`src/design/mdb_pkg.sv`:
```
// ----------------------------------------------------------------------------
// mdb_pkg
// Shared types and constants for the multi-slot debouncer: field widths,
// register indexes, register defaults and the per-slot flag bundle.
// ----------------------------------------------------------------------------
`default_nettype none

package mdb_pkg;

   localparam int MASK_W  = 5;   // width of the slot masks in a beat
   localparam int TOTAL_W = 3;   // width of the lit count
   localparam int COUNT_W = 8;   // frame counter and frame thresholds
   localparam int TIME_W  = 32;  // timestamps and timeout
   localparam int CSR_IDX_W = 2;

   localparam logic [CSR_IDX_W-1:0] CSR_FRAMES_ON  = 2'd0;
   localparam logic [CSR_IDX_W-1:0] CSR_FRAMES_OFF = 2'd1;
   localparam logic [CSR_IDX_W-1:0] CSR_TIMEOUT    = 2'd2;

   localparam logic [COUNT_W-1:0] DEFAULT_ON      = 8'd3;
   localparam logic [COUNT_W-1:0] DEFAULT_OFF     = 8'd4;
   localparam logic [TIME_W-1:0]  DEFAULT_TIMEOUT = 32'd120000;

   // What one slot reports for the current frame.
   typedef struct packed {
      logic stable_valid;
      logic stable_lit;
      logic changed;
   } slot_flags_type;

   // One result beat.
   typedef struct packed {
      logic [MASK_W-1:0]  stable_valid_bits;
      logic [MASK_W-1:0]  stable_lit_bits;
      logic [MASK_W-1:0]  changed_bits;
      logic [TOTAL_W-1:0] lit_total;
   } result_type;

endpackage

`default_nettype wire

```
`src/design/mdb_lane.sv`:
```
// ----------------------------------------------------------------------------
// mdb_lane
// One slot's debouncer: timeout check against the last detection, then the
// four-phase off / candidate-on / on / candidate-off machine with a
// saturating frame counter. State advances on each accepted input beat.
// ----------------------------------------------------------------------------
`default_nettype none

module mdb_lane (
   input  wire logic                        clock,
   input  wire logic                        reset,
   input  wire logic                        accept,
   input  wire logic [mdb_pkg::TIME_W-1:0]  now,
   input  wire logic                        detected,
   input  wire logic                        lit_raw,
   input  wire logic [mdb_pkg::COUNT_W-1:0] on_need,
   input  wire logic [mdb_pkg::COUNT_W-1:0] off_need,
   input  wire logic [mdb_pkg::TIME_W-1:0]  timeout,
   output mdb_pkg::slot_flags_type          flags
);
   import mdb_pkg::*;

   localparam logic [1:0] PH_OFF      = 2'd0;
   localparam logic [1:0] PH_CAND_ON  = 2'd1;
   localparam logic [1:0] PH_ON       = 2'd2;
   localparam logic [1:0] PH_CAND_OFF = 2'd3;

   logic [1:0]         phase_ff, phase_in;
   logic [COUNT_W-1:0] count_ff, count_in;
   logic [TIME_W-1:0]  last_seen_ff, last_seen_in;
   logic               seen_ff, seen_in;

   logic [TIME_W-1:0]  elapsed;
   logic               timed_out;
   logic               lit;
   logic [1:0]         prev;
   logic [COUNT_W-1:0] count_base;
   logic [COUNT_W-1:0] count_up;

   assign lit       = detected & lit_raw;
   assign elapsed   = now - last_seen_ff;
   assign timed_out = (phase_ff != PH_OFF) && seen_ff && (elapsed > timeout);
   assign prev       = timed_out ? PH_OFF : phase_ff;
   assign count_base = timed_out ? '0 : count_ff;
   assign count_up   = (count_base == '1) ? count_base : count_base + 1'b1;

   always_comb begin
      phase_in     = prev;
      count_in     = count_base;
      last_seen_in = detected ? now : last_seen_ff;
      seen_in      = seen_ff | detected;
      unique case (prev)
         PH_OFF: begin
            if (lit) begin
               phase_in = PH_CAND_ON;
               count_in = COUNT_W'(1);
            end
         end
         PH_CAND_ON: begin
            if (lit) begin
               count_in = count_up;
               if (count_up >= on_need) phase_in = PH_ON;
            end else begin
               phase_in = PH_OFF;
               count_in = '0;
            end
         end
         PH_ON: begin
            if (!lit) begin
               phase_in = PH_CAND_OFF;
               count_in = COUNT_W'(1);
            end
         end
         PH_CAND_OFF: begin
            if (!lit) begin
               count_in = count_up;
               if (count_up >= off_need) begin
                  phase_in = PH_OFF;
                  count_in = '0;
               end
            end else begin
               phase_in = PH_ON;
               count_in = '0;
            end
         end
         default: begin
            phase_in = PH_OFF;
            count_in = '0;
         end
      endcase
   end

   // The changed flag compares against the phase after the timeout check,
   // so a forced drop to off is not reported by itself.
   assign flags.stable_valid = (phase_in == PH_ON) || (phase_in == PH_CAND_OFF);
   assign flags.stable_lit   = (phase_in == PH_ON);
   assign flags.changed      = (phase_in != prev);

   always_ff @(posedge clock) begin
      if (reset) begin
         phase_ff     <= PH_OFF;
         count_ff     <= '0;
         last_seen_ff <= '0;
         seen_ff      <= 1'b0;
      end else if (accept) begin
         phase_ff     <= phase_in;
         count_ff     <= count_in;
         last_seen_ff <= last_seen_in;
         seen_ff      <= seen_in;
      end
   end

endmodule

`default_nettype wire

```
`src/design/mdb_merge.sv`:
```
// ----------------------------------------------------------------------------
// mdb_merge
// Gathers the per-slot flags into the result masks and counts the slots
// that are stably lit, saturating the count at its field's maximum.
// ----------------------------------------------------------------------------
`default_nettype none

module mdb_merge #(
   parameter int SLOT_COUNT = 5
) (
   input  wire mdb_pkg::slot_flags_type flags [SLOT_COUNT],
   output mdb_pkg::result_type          result
);
   import mdb_pkg::*;

   localparam int SUM_W = $clog2(SLOT_COUNT + 1);
   localparam int MAPPED = (SLOT_COUNT < MASK_W) ? SLOT_COUNT : MASK_W;

   logic [SUM_W-1:0]   lit_sum;
   logic [TOTAL_W-1:0] lit_sat;

   always_comb begin
      result.stable_valid_bits = '0;
      result.stable_lit_bits   = '0;
      result.changed_bits      = '0;
      for (int i = 0; i < MAPPED; i++) begin
         result.stable_valid_bits[i] = flags[i].stable_valid;
         result.stable_lit_bits[i]   = flags[i].stable_lit;
         result.changed_bits[i]      = flags[i].changed;
      end
      result.lit_total = lit_sat;
   end

   always_comb begin
      lit_sum = '0;
      for (int i = 0; i < SLOT_COUNT; i++) begin
         lit_sum = lit_sum + SUM_W'(flags[i].stable_lit);
      end
   end

   // Slots beyond the mask width still count toward the total.
   always_comb begin
      if (32'(lit_sum) > 32'((1 << TOTAL_W) - 1)) begin
         lit_sat = '1;
      end else begin
         lit_sat = TOTAL_W'(lit_sum);
      end
   end

endmodule

`default_nettype wire

```
`src/design/multi_slot_debounce_fsm.sv`:
```
// ----------------------------------------------------------------------------
// multi_slot_debounce_fsm
// Per-slot debouncer with a missing timeout. Each request beat is one frame;
// every slot lane updates in parallel and a merge stage builds the masks.
//
//   channel | direction | handshake            | payload
//   --------+-----------+----------------------+-------------------------------
//   req     | in        | req_valid/req_stall  | frame time, detected, lit bits
//   rsp     | out       | rsp_valid/rsp_stall  | valid, lit, changed masks, total
//   csr     | in        | csr_write_enable     | csr_index, csr_write_data
//
// One frame per cycle unless req_stall is high; a frame's response is registered.
// The lane timeout subtract/compare sets the critical path.
// A second output register absorbs one beat while rsp_stall is high, so
// req_stall rises only after two responses are waiting.
// Reset is synchronous: all slots return to off, counters and timestamps to
// zero, and the registers to 3, 4 and 120000.
// ----------------------------------------------------------------------------
`default_nettype none

module multi_slot_debounce_fsm #(
   parameter int SLOT_COUNT = 5
) (
   input  wire logic                          clock,
   input  wire logic                          reset,

   input  wire logic                          req_valid,
   output      logic                          req_stall,
   input  wire logic [mdb_pkg::TIME_W-1:0]    req_frame_time_us,
   input  wire logic [mdb_pkg::MASK_W-1:0]    req_detected_bits,
   input  wire logic [mdb_pkg::MASK_W-1:0]    req_lit_bits,

   output      logic                          rsp_valid,
   input  wire logic                          rsp_stall,
   output      logic [mdb_pkg::MASK_W-1:0]    rsp_stable_valid_bits,
   output      logic [mdb_pkg::MASK_W-1:0]    rsp_stable_lit_bits,
   output      logic [mdb_pkg::MASK_W-1:0]    rsp_changed_bits,
   output      logic [mdb_pkg::TOTAL_W-1:0]   rsp_lit_total,

   input  wire logic                          csr_write_enable,
   input  wire logic [mdb_pkg::CSR_IDX_W-1:0] csr_index,
   input  wire logic [mdb_pkg::TIME_W-1:0]    csr_write_data
);
   import mdb_pkg::*;

   // Configuration registers.
   logic [COUNT_W-1:0] frames_on_ff;
   logic [COUNT_W-1:0] frames_off_ff;
   logic [TIME_W-1:0]  timeout_ff;

   always_ff @(posedge clock) begin
      if (reset) begin
         frames_on_ff  <= DEFAULT_ON;
         frames_off_ff <= DEFAULT_OFF;
         timeout_ff    <= DEFAULT_TIMEOUT;
      end else if (csr_write_enable) begin
         unique case (csr_index)
            CSR_FRAMES_ON:  frames_on_ff  <= csr_write_data[COUNT_W-1:0];
            CSR_FRAMES_OFF: frames_off_ff <= csr_write_data[COUNT_W-1:0];
            CSR_TIMEOUT:    timeout_ff    <= csr_write_data;
            default: ;
         endcase
      end
   end

   // A zero in a register selects its default.
   logic [COUNT_W-1:0] on_need;
   logic [COUNT_W-1:0] off_need;
   logic [TIME_W-1:0]  timeout;

   assign on_need  = (frames_on_ff  == '0) ? DEFAULT_ON      : frames_on_ff;
   assign off_need = (frames_off_ff == '0) ? DEFAULT_OFF     : frames_off_ff;
   assign timeout  = (timeout_ff    == '0) ? DEFAULT_TIMEOUT : timeout_ff;

   // Output register plus skid register.
   result_type out_ff, out_in;
   result_type skid_ff, skid_in;
   logic       out_valid_ff, out_valid_in;
   logic       skid_valid_ff, skid_valid_in;
   logic       accept;
   logic       take;
   result_type merged;

   assign req_stall = skid_valid_ff;
   assign accept    = req_valid && !skid_valid_ff;
   assign take      = out_valid_ff && !rsp_stall;

   slot_flags_type flags [SLOT_COUNT];

   for (genvar g = 0; g < SLOT_COUNT; g++) begin : g_lane
      logic det_bit;
      logic lit_bit;
      if (g < MASK_W) begin : g_mapped
         assign det_bit = req_detected_bits[g];
         assign lit_bit = req_lit_bits[g];
      end else begin : g_unmapped
         assign det_bit = 1'b0;
         assign lit_bit = 1'b0;
      end

      mdb_lane u_lane (
         .clock    (clock),
         .reset    (reset),
         .accept   (accept),
         .now      (req_frame_time_us),
         .detected (det_bit),
         .lit_raw  (lit_bit),
         .on_need  (on_need),
         .off_need (off_need),
         .timeout  (timeout),
         .flags    (flags[g])
      );
   end

   mdb_merge #(
      .SLOT_COUNT (SLOT_COUNT)
   ) u_merge (
      .flags  (flags),
      .result (merged)
   );

   always_comb begin
      out_in        = out_ff;
      out_valid_in  = out_valid_ff;
      skid_in       = skid_ff;
      skid_valid_in = skid_valid_ff;
      if (skid_valid_ff) begin
         if (take) begin
            out_in        = skid_ff;
            skid_valid_in = 1'b0;
         end
      end else if (accept) begin
         if (!out_valid_ff || take) begin
            out_in       = merged;
            out_valid_in = 1'b1;
         end else begin
            skid_in       = merged;
            skid_valid_in = 1'b1;
         end
      end else if (take) begin
         out_valid_in = 1'b0;
      end
   end

   always_ff @(posedge clock) begin
      if (reset) begin
         out_valid_ff  <= 1'b0;
         skid_valid_ff <= 1'b0;
      end else begin
         out_valid_ff  <= out_valid_in;
         skid_valid_ff <= skid_valid_in;
      end
   end

   always_ff @(posedge clock) begin
      out_ff  <= out_in;
      skid_ff <= skid_in;
   end

   assign rsp_valid             = out_valid_ff;
   assign rsp_stable_valid_bits = out_ff.stable_valid_bits;
   assign rsp_stable_lit_bits   = out_ff.stable_lit_bits;
   assign rsp_changed_bits      = out_ff.changed_bits;
   assign rsp_lit_total         = out_ff.lit_total;

endmodule

`default_nettype wire

```
`config.mk`:
```
export PLATFORM = sky130hd
export DESIGN_NAME = multi_slot_debounce_fsm
export DESIGN_NICKNAME = d
export VERILOG_FILES = /design/src/design/mdb_pkg.sv /design/src/design/mdb_lane.sv /design/src/design/mdb_merge.sv /design/src/design/multi_slot_debounce_fsm.sv
export SDC_FILE = /design/constraint.sdc
export NUM_CORES = 1
export LEC_CHECK = 0
export ABC_AREA = 1
export ABC_CLOCK_PERIOD_IN_PS = 10700
export BUFFER_PORTS_ARGS = -buffer_cell sky130_fd_sc_hd__buf_2
export CORE_MARGIN = 2
export CORE_UTILIZATION = 31
export CTS_BUF_LIST = sky130_fd_sc_hd__clkbuf_4
export DETAILED_ROUTE_END_ITERATION = 8
export PLACE_DENSITY = 0.53
export SLEW_MARGIN = 20
export SYNTH_ARGS = -nofsm -noshare
export SYNTH_HDL_FRONTEND = slang
export SYNTH_SLANG_ARGS = --single-unit
```
`constraint.sdc`:
```
create_clock -name clock -period 10.7 [get_ports clock]
set_input_delay 0.535 -clock clock [delete_from_list [all_inputs] [get_ports clock]]
set_output_delay 0.535 -clock clock [all_outputs]
set_load 0.01 [all_outputs]
```
==> impl_metrics.yaml, run 1 <==
finish:
  fill_cells: 8993
  final_cell_mix: "nand2_1 (742), a21oi_1 (535), inv_1 (487)"
  syn_to_final_growth_pct: 12.6
  multi_input_area_sq_um: 17700
  nNetsFinal: 4434
  finalCoreUtilization: 0.354
  stdcell_area_sq_um: 29700
  regArea_sq_um: 6390
  layout_commonest_cell: "nand2_1"
  final_layout_size_suffix_gt1_frac: 0.0912
drt:
  vias: 25200
  wire_per_inst_microns: 16.5
  ant_nets: 0
  vias_per_cell: 4.88
  drt_wl_total_microns: 85000
  first_pass_iters: 5
  drt-initial-drc-count: 1564
  drc: 0
clock_tree:
  cts.repair.resized: 0
  clk-insertion-delay-late_ns: 0.92
  cts_tree: "done"
  numCtsBuffers: 94
  cts-root-buf: "clkbuf_4"
  clk_pin_slew_ns: 0.06
  htreeDepth: 3
  cts.sinks: 301
  cts_buffer_depth: 3
global_routing:
  grt_pass1_vias: 23800
  grt_max_degree: 80
  grt-ovfl-total: 0
  grtUsageTotal: 0.194
  antenna_found_initial: 2
  grt_pass1_wl_microns: 133000
floorplanning:
  pin_count: 101
  coreArea_sq_um: 84000
  die_height_microns: 296
  die_x_microns: 296
  dieArea_sq_um: 87500
  start_util: 0.314
  row_count: 106
power:
  p_per_area_nw_per_um2: 134
  power.internal_w: 0.00238
  combPwrFrac: 0.393
  p_seq_frac: 0.318
  fin_total_pwr_w: 0.00397
  power.leakage_nw: 13.8
  peakVddDrop_uv: 67.0
  clockPowerShare: 0.290
  p_switching_w: 0.00160
  p_sw_frac: 0.402
timing:
  whs_ns: 0.0795
  drv_slew: 0
  period_minus_slack_ns: 8.67
  slew_headroom: 0.333
  setup_tns_ns: 0
  hold_viol_final: 0
  clock_skew_ns: 0.0723
  fmax_ghz: 0.115
  finalCritPeriodShare: 0.811
  rsz0062_at_grt: "false"
  setup_viol: 0
  tightestPinTransition_ns: 1.00
worst_setup_path:
  slowest_delay_ns: 0.55
  rr_worst_depth: 47
  critPathKind: "in -> reg"
  cp_data_required_time_ns: 11.32
  crit_path_start_kind: "input port"
  crit_path_frequent_cell: "nand2_1"
  r2r_slack_ns: 2.25
  critPathMaxFanout: 19
  crit_path_end_kind: "register"
  cp_slowest_cell: "dlygate4sd3_1"
  crit_arrival_ns: 9.29
synth:
  syn_inst: 3775
  syn_area_per_cell_sq_um: 6.99
  ys_warn_count: 0
  ys_seq_area_frac: 0.242
  ys_ff_latch: 301
  async_reset_ff_frac: 0
  ys.flop_type: "dfxtp_1"
  synth.distinct_cells: 62
  yosys.area.top_type_share: 0.201
  synth_fp_nets: 4265
  synth_edf_count: 36
  synth_area_sq_um: 26400
  synth_top_cell_by_area: "dfxtp_1"
  synthTopCellsByArea: "dfxtp_1 (20%), ha_1 (19%), nand2_1 (11%)"
flow_run:
  max_cap_violations: 0
worst_hold_path:
  hold_depth: 3
  holdCritPathClass: "in -> reg"
placement:
  place_area_sq_um: 28100
  place_congestion: 0.899
  numPortBuffers: 100
  hpwl_microns: 64400
run_status:
  status: "complete, no violations"
## metal layers
metal | vias to the layer above | track usage | share of wire
met5 | - | 0 | 0
met4 | 0 | 0.0547 | 0.020
met3 | 116 | 0.0282 | 0.045
met2 | 524 | 0.316 | 0.45
met1 | 11400 | 0.266 | 0.49
li1 | 13100 | - | -
## layout make-up
class                      count  share of cell area
clock buffer                 128              0.0323
antenna                        4            0.000337
tap                         1134              0.0477
inverter                     510              0.0648
clock inverter                36             0.00636
timing repair buffer         164              0.0370
multi-input combinational   2873               0.597
sequential                   301               0.215
## worst max-delay path: cells and delay by family
family	cells	cell delay, ns
AOI/OAI and AO/OA	13	2.23
xor gates and xnor gates	1	0.10
adders and majority gates	9	2.75
buffers and inverters	8	1.22
and+or+nand+nor	19	2.41
## Yosys cell counts, types with 8 or more instances
cell       count
nand3b_1      12
nand2_2       17
nand4_1       38
nor4_1        13
ha_1         402
xor2_1       118
o211ai_1      11
nor2_2        15
edfxtp_1      36
nor3_1        33
nand3_2        8
dfxtp_1      265
nand2_1      747
clkbuf_1      83
inv_2         18
o21ai_2       12
a21oi_1      536
o21a_1        26
o21ai_0      288
a21boi_1      11
a21o_1        14
nor2_1       210
a31oi_1       23
o21ai_1       57
inv_1        488
o2111ai_1      8
nand3_1      147
xnor2_1       48
## flip-flops by register name, indices dropped and copies added (netlist names), 5 cells and up
signal                      count
frames_on_ff                    8
rsp_stable_lit_bits             5
g_lane.u_lane.seen_ff           5
rsp_stable_valid_bits           5
skid_ff                        18
g_lane.u_lane.last_seen_ff    160
timeout_ff                     32
rsp_changed_bits                5
frames_off_ff                   8
g_lane.u_lane.count_ff         40
g_lane.u_lane.phase_ff         10
## metrics by stage
stage          cells  worst slack (ns)
6_report        5150              2.03
5_1_grt         5150              1.27
4_1_cts         5146              2.17
3_5_place_dp    4935              1.81
3_3_place_gp    4935              1.91
2_1_floorplan   3775              3.11
## power by group through the flow
stage	combinational [W]	sequential [W]	clock, W
global route	0.00179	0.00127	0.00126
CTS	0.00156	0.00126	0.00120
global placement	0.00153	0.00129	0
floorplan	0.00113	0.00128	0
finish	0.00156	0.00126	0.00115
detailed placement	0.00154	0.00129	0
## cell families (layout without fill, tap and decap cells)
group / count (synthesis) / in the layout / share of synthesized area
AOI/OAI and AO/OA: 1031 / 1031 / 0.212
xor gates and xnor gates: 167 / 167 / 0.0557
adders and majority gates: 409 / 409 / 0.196
buffers and inverters: 601 / 838 / 0.0871
DFF: 301 / 301 / 0.242
other: 0 / 4 / 0
and+or+nand+nor: 1266 / 1266 / 0.207
## what timing repair did
action	in CTS	in global routing
buffers inserted	0	0
endpoints found under the setup margin	0	0
hold endpoints to repair	59	0
hold buffers	47	0
## final timing paths
kind	end	startpoint
worst max-delay path	rsp_lit_total[1]$_DFFE_PP_	req_frame_time_us[0]
worst min-delay path	g_lane[1].u_lane.last_seen_ff[5]$_SDFFE_PP0P_	req_frame_time_us[5]
worst max register to register	rsp_lit_total[1]$_DFFE_PP_	g_lane[0].u_lane.last_seen_ff[0]$_SDFFE_PP0P_
worst min register to register	g_lane[3].u_lane.seen_ff$_SDFFE_PP0P_	g_lane[3].u_lane.seen_ff$_SDFFE_PP0P_
Power figures use the tool's default switching activity.
==> run 2, diff against run 1 <==
--- a/config.mk
+++ b/config.mk
@@ -5,8 +5,8 @@
 export SDC_FILE = /design/constraint.sdc
 export NUM_CORES = 1
 export LEC_CHECK = 0
-export ABC_AREA = 1
-export ABC_CLOCK_PERIOD_IN_PS = 10700
+export ABC_AREA = 0
+export ABC_CLOCK_PERIOD_IN_PS = 8380
 export BUFFER_PORTS_ARGS = -buffer_cell sky130_fd_sc_hd__buf_2
 export CORE_MARGIN = 2
 export CORE_UTILIZATION = 31
==> constraint.sdc (replaced) <==
create_clock -name clock -period 8.38 [get_ports clock]
set_input_delay 0.419 -clock clock [delete_from_list [all_inputs] [get_ports clock]]
set_output_delay 0.419 -clock clock [all_outputs]
set_load 0.01 [all_outputs]
==> impl_metrics.yaml, run 2 <==
worst_hold_path:
  holdCritPathClass: "in -> reg"
floorplanning:
  coreArea_sq_um: 80700
  row_count: 104
  die_height_microns: 290
  start_util: 0.314
  die_x_microns: 290
  pin_count: 101
  dieArea_sq_um: 83900
placement:
  hpwl_microns: 65600
  place_congestion: 0.903
  post-place-ws_ns: -0.980
  numPortBuffers: 100
timing:
  hold_viol_final: 0
  clock_skew_ns: 0.108
  setup_viol: 2
  tightestPinTransition_ns: 1.08
  drv_slew: 0
  setup_tns_ns: -0.279
  fmax_ghz: 0.117
  fin_ws_ns: -0.189
  period_minus_slack_ns: 8.57
  finalCritPeriodShare: 1.02
  rsz0062_at_grt: "true"
  slew_headroom: 0.273
clock_tree:
  cts.sinks: 301
  clk-insertion-delay-late_ns: 0.93
  numCtsBuffers: 96
  cts_tree: "done"
  htreeDepth: 3
  cts_buffer_depth: 3
  cts-root-buf: "clkbuf_4"
  clk_pin_slew_ns: 0.07
worst_setup_path:
  crit_path_end_kind: "register"
  cp_data_required_time_ns: 9.07
  critPathMaxFanout: 4
  critPathKind: "reg -> reg"
  r2r_slack_ns: -0.19
  crit_arrival_ns: 9.26
  crit_path_frequent_cell: "a21o_1"
  slowest_delay_ns: 0.49
  crit_path_start_kind: "register"
  cp_slowest_cell: "fa_1"
run_status:
  violations: "negative setup slack"
  status: "complete, but fails checks"
finish:
  largest-register: "g_lane.u_lane.last_seen_ff"
  nNetsFinal: 4380
  top_regs: "g_lane.u_lane.last_seen_ff: 160 flops, g_lane.u_lane.count_ff: 40 flops, timeout_ff: 32 flops"
  final_cell_mix: "nand2_1 (535), buf_4 (442), a21oi_1 (414)"
  largest_reg_flops: 160
  syn_to_final_growth_pct: 28.7
  final_layout_size_suffix_gt1_frac: 0.207
  layout_commonest_cell: "nand2_1"
synth:
  synth_edf_count: 36
  muxShareOfSynthArea: 0.0120
  synth_top_family_by_area: "compound AO/OA/AOI/OAI gates"
  synthTopCellsByArea: "dfxtp_1 (21%), ha_1 (20%), a21oi_1 (8.4%)"
  synth_simple_gate_area_share: 0.194
  ys_warn_count: 0
  yosys.area.top_type_share: 0.210
  ys.flop_type: "dfxtp_1"
  ys_seq_area_frac: 0.252
  synth.distinct_cells: 87
  synth_area_sq_um: 25300
  synth_top_cell_by_area: "dfxtp_1"
  synth-compound-area-share: 0.231
  synth_common_cells: "nand2_1 (539), a21oi_1 (424), ha_1 (402)"
  synth_fa_ha_area_frac: 0.204
  async_reset_ff_frac: 0
  yosysMostFrequentCell: "nand2_1"
  syn_area_per_cell_sq_um: 7.71
  synth_xor_area_frac: 0.0540
  ys_ff_latch: 301
  syn_inst: 3283
  synth_fp_nets: 3773
drt:
  routed-wl-met3_microns: 3560
  drt_wl_total_microns: 85200
  ant_nets: 0
  drc: 0
  m1WireLength_microns: 40400
  vias: 25300
  drt-initial-drc-count: 1465
  routed.top_layer: "met4"
  wire_per_inst_microns: 17.0
  vias_per_cell: 5.04
  first_pass_iters: 5
  wl_met2_microns: 38900
power:
  peakVddDrop_uv: 93.4
  p_sw_frac: 0.352
  p_seq_frac: 0.332
  clockPowerShare: 0.324
  p_switching_w: 0.00166
  combPwrFrac: 0.344
  fin_total_pwr_w: 0.00470
  p_per_area_nw_per_um2: 144
  power.leakage_nw: 14.0
  power.internal_w: 0.00305
global_routing:
  grt_pass1_vias: 24600
  grtUsageTotal: 0.202
  grt_pass1_wl_microns: 134000
  grt_max_degree: 84
  grt-ovfl-total: 0
  antenna_found_initial: 2
flow_run:
  max_cap_violations: 0
## run 2: cell types whose count changed in the layout (fill, tap and decap cells not counted), sizes merged, moves of 63 or more
cell | before | now
nand3 | 155 | 81
xor2 | 119 | 45
nand2 | 772 | 539
xnor2 | 48 | 111
o21ai | 358 | 137
a21oi | 540 | 426
inv | 508 | 245
a21o | 14 | 118
buf | 117 | 546
## run 2: worst paths after layout
| path | startpoint | endpoint | depth (start not counted) |
|---|---|---|---|
| worst max-delay path | g_lane[0].u_lane.last_seen_ff[1]$_SDFFE_PP0P_ | rsp_lit_total[1]$_DFFE_PP_ | 43 |
| worst min-delay path | csr_index[0] | frames_on_ff[0]$_SDFFE_PP1P_ | 4 |
| worst max register to register | g_lane[0].u_lane.last_seen_ff[1]$_SDFFE_PP0P_ | rsp_lit_total[1]$_DFFE_PP_ | 43 |
| worst min register to register | g_lane[1].u_lane.last_seen_ff[3]$_SDFFE_PP0P_ | g_lane[1].u_lane.last_seen_ff[3]$_SDFFE_PP0P_ | 2 |
## run 2: routing by layer
metal / track usage / vias up
li1: - / 12900
met1: 0.274 / 11800
met2: 0.336 / 501
met3: 0.0225 / 127
met4: 0.0637 / 0
met5: 0 / -
## run 2: power groups by stage
stage / Sequential (W) / Combinational, W / Clock [W]
after floorplan: 0.00158 / 0.00100 / 0
after global placement: 0.00159 / 0.00155 / 0
after detailed placement: 0.00159 / 0.00155 / 0
after CTS: 0.00156 / 0.00161 / 0.00159
after global routing: 0.00157 / 0.00183 / 0.00165
final: 0.00156 / 0.00162 / 0.00152
## run 2: layout make-up
class	instances	area, sq um
Timing Repair Buffer	617	4630
Clock buffer	119	893
Tap cell	1060	1330
Inverter	245	936
Clock inverter	48	297
Antenna cell	3	7.51
Sequential cell	301	6390
Fill cell	8464	48100
Multi-Input combinational cell	2629	18100
## run 2: repair_timing
item / CTS / global route
resized for setup: 53 / 32
setup buffers: 13 / 6
pin swaps: 51 / 33
endpoints found under the hold margin: 205 / 0
hold buffers: 70 / 0
endpoints found under the setup margin: 13 / 14
## run 2: cell families (layout without fill, tap and decap cells)
logic type                 count (synthesis)  in the layout
buffers and inverters                    353           1029
and+or+nand+nor                         1090           1090
adders and majority gates                409            409
xor gates and xnor gates                 156            156
muxes                                     28             28
DFF                                      301            301
AOI/OAI and AO/OA                        946            946
other                                      0              3
## run 2: critical path, delay by kind of cell (launching register included)
kind	cells	cell delay, ns
flip-flops	1	0.34
XOR/XNOR	1	0.13
AO/OA/AOI/OAI	18	3.07
buffers and inverters	4	0.31
multiplexers	2	0.62
AND/OR/NAND/NOR	10	1.63
adder cells (fa/ha/maj)	8	2.21
## run 2: through the flow
step           hold WS [ns]  utilization  cell area, sq um  instances
6_report             0.0664        0.404             32600       5022
5_1_grt              0.0528        0.404             32600       5022
4_1_cts            0.000101        0.401             32400       5013
3_5_place_dp          0.446        0.374             30200       4763
3_3_place_gp          0.441        0.374             30200       4763
2_1_floorplan         0.434            -             25500       3283
==> run 3, diff against run 2 <==
--- a/config.mk
+++ b/config.mk
@@ -5,7 +5,7 @@
 export SDC_FILE = /design/constraint.sdc
 export NUM_CORES = 1
 export LEC_CHECK = 0
-export ABC_AREA = 0
+export ABC_AREA = 1
 export ABC_CLOCK_PERIOD_IN_PS = 8380
 export BUFFER_PORTS_ARGS = -buffer_cell sky130_fd_sc_hd__buf_2
 export CORE_MARGIN = 2
==> impl_metrics.yaml, run 3 (synthesis results as in run 1) <==
run_status:
  status: "complete, no violations"
worst_setup_path:
  crit_path_frequent_cell: "nand2_1"
  slowest_delay_ns: 0.50
  crit_arrival_ns: 8.55
  cp_slowest_cell: "nor3_1"
  crit_path_start_kind: "register"
  cp_data_required_time_ns: 8.99
  worstPathBufferInverterCount: 7
  critPathMaxFanout: 7
  critPathKind: "reg -> reg"
  crit_path_end_kind: "register"
  crit_family: "simple AND/OR/NAND/NOR gates"
finish:
  regArea_sq_um: 6390
  top_regs: "g_lane.u_lane.last_seen_ff: 160 flops, g_lane.u_lane.count_ff: 40 flops, timeout_ff: 32 flops"
  final_cell_mix: "nand2_1 (738), a21oi_1 (526), inv_1 (486)"
  multi_input_area_sq_um: 17900
  fill_cells: 9092
  layout_commonest_cell: "nand2_1"
  largest_reg_flops: 160
  fin_cells: 5242
  final_layout_size_suffix_gt1_frac: 0.116
  finalCoreUtilization: 0.365
  largest-register: "g_lane.u_lane.last_seen_ff"
  nNetsFinal: 4531
  syn_to_final_growth_pct: 16.2
drt:
  first_pass_iters: 7
  wire_per_inst_microns: 16.6
  vias: 25700
  drc: 0
  ant_nets: 0
  drt-initial-drc-count: 1531
  drt_wl_total_microns: 87200
  vias_per_cell: 4.90
floorplanning:
  die_x_microns: 296
  pin_count: 101
  coreArea_sq_um: 84000
  die_height_microns: 296
  row_count: 106
  dieArea_sq_um: 87500
  start_util: 0.314
global_routing:
  grt_pass1_vias: 24300
  grt-ovfl-total: 0
  grtUsageTotal: 0.199
  antenna_found_initial: 2
  grt_pass1_wl_microns: 136000
  grt_max_degree: 92
timing:
  period_minus_slack_ns: 7.94
  setup_tns_ns: 0
  clock_skew_ns: 0.0992
  fin_ws_ns: 0.444
  tightestPinTransition_ns: 0.982
  drv_slew: 0
  fmax_ghz: 0.126
  finalCritPeriodShare: 0.947
  hold_viol_final: 0
  slew_headroom: 0.345
  setup_viol: 0
worst_hold_path:
  holdCritPathClass: "in -> reg"
placement:
  numPortBuffers: 100
  placedCellCount: 5002
  post-place-ws_ns: 0.0703
  place_congestion: 0.906
  hpwl_microns: 67000
clock_tree:
  numCtsBuffers: 93
  cts_buffer_depth: 3
  clk_pin_slew_ns: 0.06
  cts-root-buf: "clkbuf_4"
  clk-insertion-delay-late_ns: 0.91
  htreeDepth: 3
  cts_tree: "done"
  cts.sinks: 301
power:
  fin_total_pwr_w: 0.00516
  power.leakage_nw: 14.3
  peakVddDrop_uv: 88.0
  p_per_area_nw_per_um2: 168
flow_run:
  max_cap_violations: 0
==> run 3: cell types whose count changed in the layout (fill, tap and decap cells not counted), moves of 103 or more <==
| cell | delta |
|---|---|
| inv_1 | +248 |
| a21o_1 | -103 |
| a21oi_1 | +112 |
| o21ai_0 | +189 |
| buf_4 | -354 |
| nand2_1 | +203 |
==> run 3: final timing paths <==
kind	startpoint	slack, ns	endpoint	cells past startpoint
worst max-delay path	timeout_ff[10]$_SDFFE_PP1P_	0.44	rsp_lit_total[1]$_DFFE_PP_	38
worst min-delay path	req_frame_time_us[5]	0.08	g_lane[0].u_lane.last_seen_ff[5]$_SDFFE_PP0P_	4
worst max register to register	timeout_ff[10]$_SDFFE_PP1P_	0.44	rsp_lit_total[1]$_DFFE_PP_	38
worst min register to register	g_lane[1].u_lane.seen_ff$_SDFFE_PP0P_	0.45	g_lane[1].u_lane.seen_ff$_SDFFE_PP0P_	2
==> run 3: worst reg2reg max path: cells and delay by family, from the launching register on <==
family	cells	cell delay, ns
DFF	1	0.35
buffers and inverters	7	0.72
AOI/OAI and AO/OA	7	0.98
and+or+nand+nor	17	3.45
adders and majority gates	7	2.21
==> run 3: where the power goes <==
part	internal [W]	switching [W]	total, W
combinational	0.000779	0.00128	0.00206
clock	0.000772	0.000719	0.00149
sequential	0.00156	0.0000494	0.00161
==> run 3: per-layer routing <==
metal	track usage	wire length (microns)
met5	0	0
met4	0.0591	1840
met3	0.0241	4100
met2	0.321	38500
met1	0.275	42800
==> run 3: area by class of cell <==
class                   count  area share
clock inverters            23     0.00424
inverters                 510      0.0627
well taps                1134      0.0463
repair buffers            262      0.0620
flip-flops and latches    301       0.208
multi-input cells        2873       0.583
clock buffers             137      0.0335
diodes                      2    0.000163
==> run 3: repair_timing <==
action | in CTS | in global routing
hold endpoints to repair | 126 | 0
hold buffers | 74 | 0
setup endpoints to repair | 0 | 5
buffers inserted | 0 | 4
gates resized for setup | 0 | 39
==> run 3: per-stage QoR <==
step	area, sq um	hold slack (ns)
floorplan	26400	0.427
global placement	28600	0.435
detailed placement	28600	0.439
CTS	30500	0.00513
global route	30700	0.0840
finish	30700	0.0790
